### src/hw/rtl/crc8fb_pkg.sv
`timescale 1ns / 1ps
// ----------------------------------------------------------------------------
// crc8fb_pkg
// Shared constants, frame byte positions and the CRC-8 byte update function
// for the command frame builder.
// ----------------------------------------------------------------------------
package crc8fb_pkg;

	localparam int unsigned OPCODE_W  = 8;
	localparam int unsigned PAYLOAD_W = 32;
	localparam int unsigned IN_DATA_W = OPCODE_W + PAYLOAD_W;
	localparam int unsigned BYTE_W    = 8;
	localparam int unsigned FRAME_LEN = 8;
	localparam int unsigned POS_W     = $clog2(FRAME_LEN);

	typedef logic [BYTE_W-1:0] byte_t;
	typedef logic [POS_W-1:0]  pos_t;

	localparam byte_t START_BYTE = 8'h55;
	localparam byte_t STOP_BYTE  = 8'hAA;
	localparam byte_t CRC_POLY   = 8'h31;
	localparam byte_t CRC_INIT   = 8'h00;

	// Byte positions within one frame, in transmit order
	localparam pos_t POS_START = 3'd0;
	localparam pos_t POS_OPCODE = 3'd1;
	localparam pos_t POS_PAY3  = 3'd2;
	localparam pos_t POS_PAY2  = 3'd3;
	localparam pos_t POS_PAY1  = 3'd4;
	localparam pos_t POS_PAY0  = 3'd5;
	localparam pos_t POS_CRC   = 3'd6;
	localparam pos_t POS_STOP  = 3'd7;

	// Status from the serializer back to the input stage
	typedef struct packed {
		logic can_load;
	} ser_status_t;

	// One byte through CRC-8, MSB first, no reflection
	function automatic byte_t crc8_update(input byte_t crc_in, input byte_t data);
		byte_t c;
		c = crc_in ^ data;
		for (int b = 0; b < BYTE_W; b++) begin
			if (c[BYTE_W-1]) begin
				c = (c << 1) ^ CRC_POLY;
			end else begin
				c = c << 1;
			end
		end
		return c;
	endfunction

endpackage

### src/hw/rtl/crc8fb_serializer.sv
`timescale 1ns / 1ps
// ----------------------------------------------------------------------------
// crc8fb_serializer
// Holds one command and sends its 8-byte frame one byte per item, folding
// each sent command byte into the running CRC so the CRC byte is ready in turn.
// ----------------------------------------------------------------------------
module crc8fb_serializer (
	input  logic                        clk,
	input  logic                        arst_n,
	input  logic                        load,
	input  logic [crc8fb_pkg::OPCODE_W-1:0]  load_opcode,
	input  logic [crc8fb_pkg::PAYLOAD_W-1:0] load_payload,
	output crc8fb_pkg::ser_status_t     status,
	output logic                        m_tvalid,
	input  logic                        m_tready,
	output logic [7:0]                  m_tdata,   // [7:0] frame_byte
	output logic                        m_tlast
);
	import crc8fb_pkg::*;

	logic                 busy_q;
	pos_t                 pos_q;
	byte_t                opcode_q;
	logic [PAYLOAD_W-1:0] payload_q;
	byte_t                crc_q;
	byte_t                cur_byte;
	logic                 beat;
	logic                 last_beat;

	assign beat      = busy_q && m_tready;
	assign last_beat = beat && (pos_q == POS_STOP);

	assign status.can_load = !busy_q || last_beat;

	// Select the byte at the current frame position
	always_comb begin
		case (pos_q)
			POS_START:  cur_byte = START_BYTE;
			POS_OPCODE: cur_byte = opcode_q;
			POS_PAY3:   cur_byte = payload_q[31:24];
			POS_PAY2:   cur_byte = payload_q[23:16];
			POS_PAY1:   cur_byte = payload_q[15:8];
			POS_PAY0:   cur_byte = payload_q[7:0];
			POS_CRC:    cur_byte = crc_q;
			POS_STOP:   cur_byte = STOP_BYTE;
			default:    cur_byte = STOP_BYTE;
		endcase
	end

	assign m_tvalid = busy_q;
	assign m_tdata  = cur_byte;
	assign m_tlast  = (pos_q == POS_STOP);

	// Frame control: load a command, advance on each sent item
	always_ff @(posedge clk or negedge arst_n) begin
		if (!arst_n) begin
			busy_q <= 1'b0;
			pos_q  <= POS_START;
		end else if (load && status.can_load) begin
			busy_q <= 1'b1;
			pos_q  <= POS_START;
		end else if (last_beat) begin
			busy_q <= 1'b0;
			pos_q  <= POS_START;
		end else if (beat) begin
			pos_q <= pos_q + 1'b1;
		end
	end

	// Command bytes and running CRC
	always_ff @(posedge clk) begin
		if (load && status.can_load) begin
			opcode_q  <= load_opcode;
			payload_q <= load_payload;
			crc_q     <= CRC_INIT;
		end else if (beat && (pos_q inside {[POS_OPCODE:POS_PAY0]})) begin
			crc_q <= crc8_update(crc_q, cur_byte);
		end
	end

endmodule

### src/hw/rtl/crc8_command_frame_builder_core.sv
`timescale 1ns / 1ps
// ----------------------------------------------------------------------------
// crc8_command_frame_builder_core
// Frames one command (opcode, 32-bit payload) as 0x55, opcode, payload MSB
// first, CRC-8 (poly 0x31, init 0), 0xAA, sent one byte per output item.
// ----------------------------------------------------------------------------
// The first frame byte is offered once the command has passed the input
//   register and been loaded into the serializer.
// Throughput: one byte per cycle while m_tready is high, the CRC advancing one
//   byte per sent item in the serializer; next command loads at the stop byte.
// An input register takes the next command while the current frame is sent.
// Reset (arst_n low, asynchronous) empties both stages; no item is pending.
// ----------------------------------------------------------------------------
module crc8_command_frame_builder_core (
	input  logic        clk,
	input  logic        arst_n,
	input  logic        s_tvalid,
	output logic        s_tready,
	input  logic [39:0] s_tdata,   // [7:0] opcode, [39:8] payload
	output logic        m_tvalid,
	input  logic        m_tready,
	output logic [7:0]  m_tdata,   // [7:0] frame_byte
	output logic        m_tlast
);
	import crc8fb_pkg::*;

	logic                 valid_s1;
	byte_t                opcode_s1;
	logic [PAYLOAD_W-1:0] payload_s1;
	ser_status_t          ser_status;
	logic                 hand_off;

	assign hand_off = valid_s1 && ser_status.can_load;
	assign s_tready = !valid_s1 || ser_status.can_load;

	// Input register: hold a command until the serializer takes it
	always_ff @(posedge clk or negedge arst_n) begin
		if (!arst_n) begin
			valid_s1 <= 1'b0;
		end else if (s_tvalid && s_tready) begin
			valid_s1 <= 1'b1;
		end else if (hand_off) begin
			valid_s1 <= 1'b0;
		end
	end

	always_ff @(posedge clk) begin
		if (s_tvalid && s_tready) begin
			opcode_s1  <= s_tdata[OPCODE_W-1:0];
			payload_s1 <= s_tdata[IN_DATA_W-1:OPCODE_W];
		end
	end

	crc8fb_serializer u_serializer (
		.clk          (clk),
		.arst_n       (arst_n),
		.load         (valid_s1),
		.load_opcode  (opcode_s1),
		.load_payload (payload_s1),
		.status       (ser_status),
		.m_tvalid     (m_tvalid),
		.m_tready     (m_tready),
		.m_tdata      (m_tdata),
		.m_tlast      (m_tlast)
	);

endmodule

### config.mk
export PLATFORM = sky130hd
export DESIGN_NAME = crc8_command_frame_builder_core
export DESIGN_NICKNAME = d
export VERILOG_FILES = /design/src/hw/rtl/crc8fb_pkg.sv /design/src/hw/rtl/crc8fb_serializer.sv /design/src/hw/rtl/crc8_command_frame_builder_core.sv
export SDC_FILE = /design/constraint.sdc
export NUM_CORES = 1
export LEC_CHECK = 0
export ABC_AREA = 1
export ABC_CLOCK_PERIOD_IN_PS = 3800
export BUFFER_PORTS_ARGS = -buffer_cell sky130_fd_sc_hd__buf_2
export CAP_MARGIN = 20
export CORE_ASPECT_RATIO = 0.8
export CORE_MARGIN = 2
export CORE_UTILIZATION = 31
export DETAILED_ROUTE_END_ITERATION = 8
export SLEW_MARGIN = 10
export SYNTH_ARGS = -nofsm -noshare
export SYNTH_HDL_FRONTEND = slang
export SYNTH_SLANG_ARGS = --single-unit
export TNS_END_PERCENT = 5
### constraint.sdc
create_clock -name clk -period 3.8 [get_ports clk]
set_clock_uncertainty 0.05 [all_clocks]
set_input_delay 0.76 -clock clk [delete_from_list [all_inputs] [get_ports clk]]
set_output_delay 0.76 -clock clk [all_outputs]
set_load 0.03 [all_outputs]
# == Word level (Yosys, flattened, before mapping) ==
# Cells that the tools add are included.
# totals
reg_bits,93
latch_bits,0
ramBits,0
romBits,0
inputBits,44
out_inout_bits,11
word_cells,71
mem_count,0
# op_classes
add_sub_neg,1
mul,0
div,0
n_lt_le_gt_ge,2
n_eq_ne,7
n_shift,0
mux,30
bitwise_logic,9
n_reduce_logical,14
# op_table
operator,n
8-bit 2-to-1 mux,14
8-bit one-hot mux with 8 select lines,1
6-bit 2-to-1 mux,8
3-bit inverter,8
"3-bit equality test, second input constant",4
3-bit 2-to-1 mux,3
8-bit bitwise XOR,1
"3-bit by 2-bit equality test with 1-bit output, second input constant",2
1-bit logical AND,6
1-bit 2-to-1 mux,4
2-bit nonzero test,2
"3-bit by 1-bit adder with 3-bit output, second input constant",1
"3-bit by 1-bit equality test with 1-bit output, second input constant",1
"3-bit by 1-bit >= comparator with 1-bit output, second input constant",1
"3-bit <= comparator, second input constant",1
3-bit zero test,1
3-bit nonzero test,1
1-bit zero test,2
1-bit logical OR,2

# == Logic depth before layout (Yosys ltp) ==
# Gate-level depths: netlist (run 1).
# depth
word_depth,33
ltp_mapped,20
ltp_nobuf,19

# == Modules after synthesis ==
# From an unflattened synthesis (run 1), not the netlist that was laid out.
# hier_totals
cells_unflattened,377
hier_area_um2,4056.4
# by_module_without_submodules
module,instances,cells_each,area_per_inst_um2,seq_area_each_um2
crc8fb_serializer,1,331,2810.2,1461.4
crc8_command_frame_builder_core,1,46,1246.2,1226.2

# == Worst setup path after synthesis (run 1) ==
# Ideal clock, no wire load.
# synth_path
path_type,input to register
from,input m_tready
to,register opcode_s1[0] (enable)
setup_ns,0.451
arrival_time_ns,3.094
t_required_ns,3.299
slack_ns,0.206
cell_stages,4
n_path_buf,0
cell_sequence,nand2_1 o21ai_0 inv_1 a21oi_1
# synth_via
elab_chain_cells,5
# synth_rtl
element,line_no,text
start: declaration,crc8_command_frame_builder_core.sv:21,"input logic m_tready,"
1-bit logical AND,crc8fb_serializer.sv:30,assign beat = busy_q && m_tready;
1-bit logical AND,crc8fb_serializer.sv:31,assign last_beat = beat && (pos_q == POS_STOP);
1-bit logical OR,crc8fb_serializer.sv:33,assign status.can_load = !busy_q || last_beat;
1-bit logical OR,crc8_command_frame_builder_core.sv:34,assign s_tready = !valid_s1 || ser_status.can_load;
1-bit logical AND,crc8_command_frame_builder_core.sv:48,if (s_tvalid && s_tready) begin
end signal: assignment,crc8_command_frame_builder_core.sv:49,opcode_s1 <= s_tdata[OPCODE_W-1:0];
end: declaration,crc8_command_frame_builder_core.sv:28,byte_t opcode_s1;
# Every way passes these cells.
# A chain may end at the register's enable or synchronous reset.

# == Worst setup path in the final report (run 1) ==
# layout_path
from,register u_serializer.pos_q[2]
to,output m_tdata[2]
# layout_via
elab_chain_cells,2
elab_cells_between_ends,9
classes_between,7 x eq/ne; 1 x mux; 1 x reduce/logical
# layout_rtl
element,line_no,text
start: declaration,crc8fb_serializer.sv:22,pos_t pos_q;
start signal: assignment,crc8fb_serializer.sv:66,pos_q <= pos_q + 1'b1;
"3-bit equality test, or another cell as far along",crc8fb_serializer.sv:37,case (pos_q)
8-bit one-hot mux with 8 select lines (*),crc8fb_serializer.sv:37,
end: declaration,crc8_command_frame_builder_core.sv:22,"output logic [7:0] m_tdata,"
# Mark *: on every way between the ends. The rest lies on a longest branch, timed or not.

==> out/results.tsv, run 1 <==
metric	value	unit
number of cells produced by synthesis	365	
Root Buffer	clkbuf_16	
YS warnings	0	
reg-to-reg setup timing slack	1.12	ns
WS Path Type	reg2out	
antenna violations before repair	0	
Initial DRC Count	149	
vias per cell	4.38	
Switching Fraction	41.8	%
CP max stage delay	0.64	ns
area of the core	12900	sq um
Cell Rows	37	
pre-CTS worst setup slack	1.07	ns
Syn Area/Cell	11.2	sq um
Seq. cell area	2690	sq um
Psw	1.73	mW
WP depth	8	
Critical Path End Type	output pin	
WP buf/inv	2	
Clock Power Share	23.2	%
GPL Wtd Cong	0.857	
final wirelength	8040	um
detailed-route via count	2660	
Syn Nets	416	
status	finished, final reports clean	
CTS buffer count	9	
H-tree levels	3	
die area	14100	sq um
fmax	0.327	GHz
number of global-route vias before repair	2545	
final net count	478	
initial core utilization	31.7	%
Resized cells post-CTS	0	
final setup TNS	0	ns
Synth Register Bits	93	
Worst-Skew Late Latency	0.34	ns
fraction of layout cells with a size suffix above 1	28.7	%
Post-CTS Hold Buffers	0	
R2R depth	6	
slew margin rel.	59.9	%
Setup-failing EPs final	0	
Top delay family on crit path	flip-flops	
drt pass-1 iters	5	
clk buf depth	2	
CP endpoint	m_tdata[2]	
largest net degree at the start of global routing	28	
HP Class	in2async	
antenna-violating nets left	0	
Chip Height	107	um
Multi-input gate area	1180	sq um
area grow syn2layout	19.6	%
CP Max Fanout	12	
reg-to-reg startpoint	u_serializer.pos_q[2]	
Slew Limit Fails	0	
CTS tree	built	
Slowest cell on crit path	dfrtp_1	
GRT Residual Overflow	0	
P_leak	2.06	nW
fillers	1325	
Worst-Margin Slew	0.595	ns
RSZ-0062 raised after global routing	no	
DP HPWL	6080	um
critical path launch point	u_serializer.pos_q[2]	
critical-path cell list	inv_4 > ha_1 > nor2_2 > nand2_2 > nor2_8 > nor2_1 > nand2_1 > buf_2	
post-synthesis sequential area ratio	65.9	%
wire per inst	13.3	um
CP required	2.99	ns
Worst VDD drop	0.319	mV
Final Hold Viols	0	
DRC viols	0	
fin crit period	3.06	ns
mapped cell area	4080	sq um
power share of the sequential group	32.5	%
Netlist cell types	28	
cell-internal power	2.41	mW
clk slew on worst S/H paths	0.07	ns
worst setup margin	0.743	ns
MaxCap Viol Count	0	
capturing point of the worst reg2reg path	payload_s1[5]	
gr usage total	12.2	%
# Post-CTS Setup Buffers	0	
Logic pwr share	44.3	%
Ports	55	
pwr dens	849	nW/um^2
Ant. Diodes	0	
Horiz. Die Dim	132	um
clk sinks	93	
fin crit share	80.5	%
PortBufs	54	
Worst EP arrival	2.25	ns
global-route wire length before repair	13000	um
CP Launch Type	register	
worst reg2reg max path: stages, from the launching register on:
cell     delay, ns
dfrtp_1       0.64
ha_1          0.25
inv_1         0.11
o21ai_0       0.24
inv_1         0.16
a21oi_4       0.47
buf_4         0.43
power by group through the flow:
stage                     Clock, mW  Combinational [mW]  Sequential (mW)
after detailed placement          0                1.84             1.37
after floorplan                   0                1.48             1.33
after CTS                     0.991                1.84             1.35
after global routing           1.03                2.07             1.36
final                         0.962                1.83             1.35
after global placement            0                1.81             1.36
cell type report:
cell class / instances / area share, %
Multi-Input combinational cell: 223 / 24.3
Inverter: 42 / 3.34
Clock inverter: 6 / 1.92
Tap cell: 175 / 4.49
Timing Repair Buffer: 58 / 6.16
Sequential cell: 93 / 55.1
Clock buffer: 10 / 4.69
state kept, by name (all words and copies together), names as in the netlist:
register                flops
u_serializer.crc_q          8
u_serializer.m_tvalid       1
u_serializer.opcode_q       8
u_serializer.payload_q     32
u_serializer.pos_q          3
opcode_s1                   8
valid_s1                    1
payload_s1                 32
metrics by stage:
stage | power (mW) | cell area (sq um) | utilization, % | instances | hold WS (ns)
3_5_place_dp | 3.20 | 4550 | 35.4 | 591 | 0.355
3_3_place_gp | 3.17 | 4550 | 35.4 | 591 | 0.357
4_1_cts | 4.18 | 4880 | 37.9 | 607 | 0.155
5_1_grt | 4.47 | 4880 | 37.9 | 607 | 0.161
2_1_floorplan | 2.81 | 4080 | - | 365 | 0.350
6_report | 4.14 | 4880 | 37.9 | 607 | 0.171
worst min path at each step:
stage | start | endpoint | slack, ns
floorplan | opcode_s1[0] | u_serializer.opcode_q[0] | 0.35
global placement | opcode_s1[0] | u_serializer.opcode_q[0] | 0.36
detailed placement | payload_s1[24] | u_serializer.payload_q[24] | 0.35
CTS | arst_n | u_serializer.m_tvalid | 0.16
global route | arst_n | u_serializer.m_tvalid | 0.16
finish | arst_n | u_serializer.m_tvalid | 0.17
cells by family (layout without fill, tap and decap cells):
kind of cell,count (synthesis),in the layout,synth area share [%]
AND/OR/NAND/NOR,184,184,22.1
flip-flops,93,93,65.9
buffers and inverters,49,116,5.46
AO/OA/AOI/OAI,31,31,4.11
adder cells (fa/ha/maj),7,7,2.15
XOR/XNOR,1,1,0.215
cells in the final DEF, fill, tap and decap left out, drive strengths merged:
cell	instances
a22oi	1
clkbuf	10
nand2	115
a21bo	1
buf	58
clkinv	2
ha	7
inv	44
nand4	1
dfrtp	5
bufinv	2
edfxtp	80
xor2	1
nor2	26
o21ai	16
a21oi	12
dfxtp	8
o22ai	1
nand3	42
synthesized netlist by cell type (all sizes together):
master / count / area [sq um]
clkbuf: 2 / 7.51
o21ai: 16 / 83.8
a21bo: 1 / 10.0
inv: 42 / 163
edfxtp: 80 / 2400
buf: 5 / 52.6
a21oi: 12 / 60.1
dfrtp: 5 / 125
nand4: 1 / 6.26
xor2: 1 / 8.76
a22oi: 1 / 7.51
nand2: 115 / 492
o22ai: 1 / 6.26
nor2: 26 / 169
dfxtp: 8 / 160
ha: 7 / 87.6
nand3: 42 / 235
metal layers:
metal / track usage (%) / vias to the layer above / wire length (um) / share of wire [%]
met1: 17.7 / 1244 / 4110 / 51
met4: 4.38 / 0 / 103 / 1.3
met2: 17.4 / 64 / 3410 / 42
li1: - / 1343 / - / -
met3: 3.58 / 9 / 419 / 5.2
met5: 0 / - / 0 / 0
No activity file was read; power rests on OpenSTA's default activity.
==> inputs of run 2 (changes only) <==
--- a/config.mk
+++ b/config.mk
@@ -6,7 +6,7 @@
 export NUM_CORES = 1
 export LEC_CHECK = 0
 export ABC_AREA = 1
-export ABC_CLOCK_PERIOD_IN_PS = 3800
+export ABC_CLOCK_PERIOD_IN_PS = 2700
 export BUFFER_PORTS_ARGS = -buffer_cell sky130_fd_sc_hd__buf_2
 export CAP_MARGIN = 20
 export CORE_ASPECT_RATIO = 0.8
==> constraint.sdc (replaced) <==
create_clock -name clk -period 2.7 [get_ports clk]
set_clock_uncertainty 0.05 [all_clocks]
set_input_delay 0.54 -clock clk [delete_from_list [all_inputs] [get_ports clk]]
set_output_delay 0.54 -clock clk [all_outputs]
set_load 0.03 [all_outputs]
==> run 2 against run 1 <==
Sequential power up 39%. First-iteration DRC count up 30%. Worst setup slack worse by 0.66 ns. Clock power up 33%.
==> out/results.tsv, run 2 (same netlist as run 1, synthesis figures left out) <==
metric	value	unit	change
Seq. cell area	2690	sq um	about the same
clk buf depth	2		unchanged
Critical Path End Type	output pin		
clk sinks	93		unchanged
Worst EP arrival	2.02	ns	-0.23 ns
final net count	483		+1.0%
Cell Rows	37		unchanged
area of the core	12900	sq um	unchanged
initial core utilization	31.7	%	unchanged
CP Max Fanout	5		-7
fin crit period	2.61	ns	
fmax	0.383	GHz	
CTS tree	built		
MaxCap Viol Count	0		unchanged
post-route non-filler standard cell count	612		+0.82%
antenna-violating nets left	0		unchanged
drt pass-1 iters	4		-1
DRC viols	0		unchanged
status	finished, final reports clean		
RSZ-0062 raised after global routing	no		
largest net degree at the start of global routing	51		+82%
most frequent cells in the layout	95 x nand2_1, 80 x edfxtp_1, 53 x buf_2		
fin crit share	96.8	%	
number of global-route vias before repair	2604		+2.3%
GRT Residual Overflow	0		unchanged
pre-CTS worst setup slack	0.271	ns	-0.800 ns
fillers	1297		-2.1%
final wirelength	8120	um	+0.97%
WS Path Type	reg2out		
CTS buffer count	9		unchanged
Horiz. Die Dim	132	um	unchanged
H-tree levels	3		unchanged
Slew Limit Fails	0		unchanged
final setup TNS	0	ns	unchanged
fraction of layout cells with a size suffix above 1	31.6	%	+2.9 points
Placed Cells	595		+0.68%
Root Buffer	clkbuf_16		
Final Hold Viols	0		unchanged
PortBufs	54		unchanged
Multi-input gate area	1230	sq um	+3.6%
Setup-failing EPs final	0		unchanged
wire per inst	13.3	um	+0.14%
Chip Height	107	um	unchanged
clk slew on worst S/H paths	0.07	ns	about the same
worst setup margin	0.0857	ns	-0.657 ns
P_leak	2.07	nW	+0.52%
GPL Wtd Cong	0.837		-2.3%
antenna violations before repair	0		unchanged
most common cell after layout, fill and taps aside	nand2_1		
vias per cell	4.29		-2.1%
Worst VDD drop	0.370	mV	+16%
Worst Hold Slack	0.323	ns	+0.152 ns
DP HPWL	5870	um	-3.5%
CP required	2.11	ns	-0.88 ns
Ant. Diodes	0		unchanged
pwr dens	1190	nW/um^2	+40%
HP Class	in2reg		
global-route wire length before repair	13300	um	+2.3%
die area	14100	sq um	unchanged
area grow syn2layout	22.0	%	
Initial DRC Count	193		+30%
# Post-CTS Setup Buffers	0		unchanged
slew margin rel.	64.4	%	+4.5 points
Worst-Margin Slew	0.529	ns	-0.0665 ns
gr usage total	12.4	%	+0.17 points
CP Launch Type	register		
Worst-Skew Late Latency	0.34	ns	about the same
largest registers	payload_s1 (32), u_serializer.payload_q (32)		
Ports	55		unchanged
detailed-route via count	2626		-1.3%
==> run 2: cell types whose count changed in the layout (fill, tap and decap cells not counted), sizes merged <==
cell	before	now
clkinv	2	1
inv	44	45
dlygate4sd3	0	1
clkinvlp	0	2
buf	58	61
bufinv	2	1
==> run 2: per-stage QoR <==
stage                     power (mW)  utilization (%)  cell area [sq um]
after global routing            6.37             38.6               4970
after floorplan                 3.95                -               4090
after detailed placement        4.59             35.8               4610
after CTS                       5.90             38.3               4930
after global placement          4.56             35.8               4610
final                           5.91             38.6               4970
==> run 2: what timing repair did <==
item,CTS,global route
endpoints found under the setup margin,7,9
gates cloned,0,0
hold endpoints to repair,5,0
hold buffers,1,0
gates resized for setup,2,13
==> run 2: report_power, final <==
group,switching (mW),internal [mW]
clock,0.546,0.732
combinational,1.86,0.889
sequential,0.109,1.77
==> run 2: cell type report <==
class	instances	area share [%]
repair buffers	63	7.40
clock buffers	9	4.53
flip-flops and latches	93	54.1
well taps	175	4.40
inverters	42	3.27
clock inverters	7	1.64
multi-input cells	223	24.7
==> run 2: layer usage <==
layer	GRT usage (%)	up-vias	wire, um
li1	-	1357	-
met4	4.45	0	71
met1	16.7	1203	3970
met3	3.48	6	398
met5	0	-	0
met2	19.2	60	3680
==> run 2: worst paths after layout <==
kind	slack, ns	from	endpoint	cells past startpoint
worst min register to register	0.37	payload_s1[23]	u_serializer.payload_q[23]	0
min in group asynchronous	0.49	arst_n	u_serializer.pos_q[1]	2
worst max-delay path	0.09	u_serializer.pos_q[0]	m_tdata[0]	8
worst max register to register	0.40	u_serializer.pos_q[0]	u_serializer.crc_q[5]	18
worst min-delay path	0.32	s_tdata[20]	payload_s1[12]	1
max in group asynchronous	1.96	arst_n	u_serializer.pos_q[0]	2
==> run 2: worst max-delay path, cell delays in order (launching register included) <==
cell and delay [ns]:
dfrtp_2 0.45, ha_2 0.23, ha_1 0.21, nor2_1 0.14, nand2_2 0.11, nor2_8 0.16, nor2_2 0.07, nand2_2 0.08
buf_2 0.23
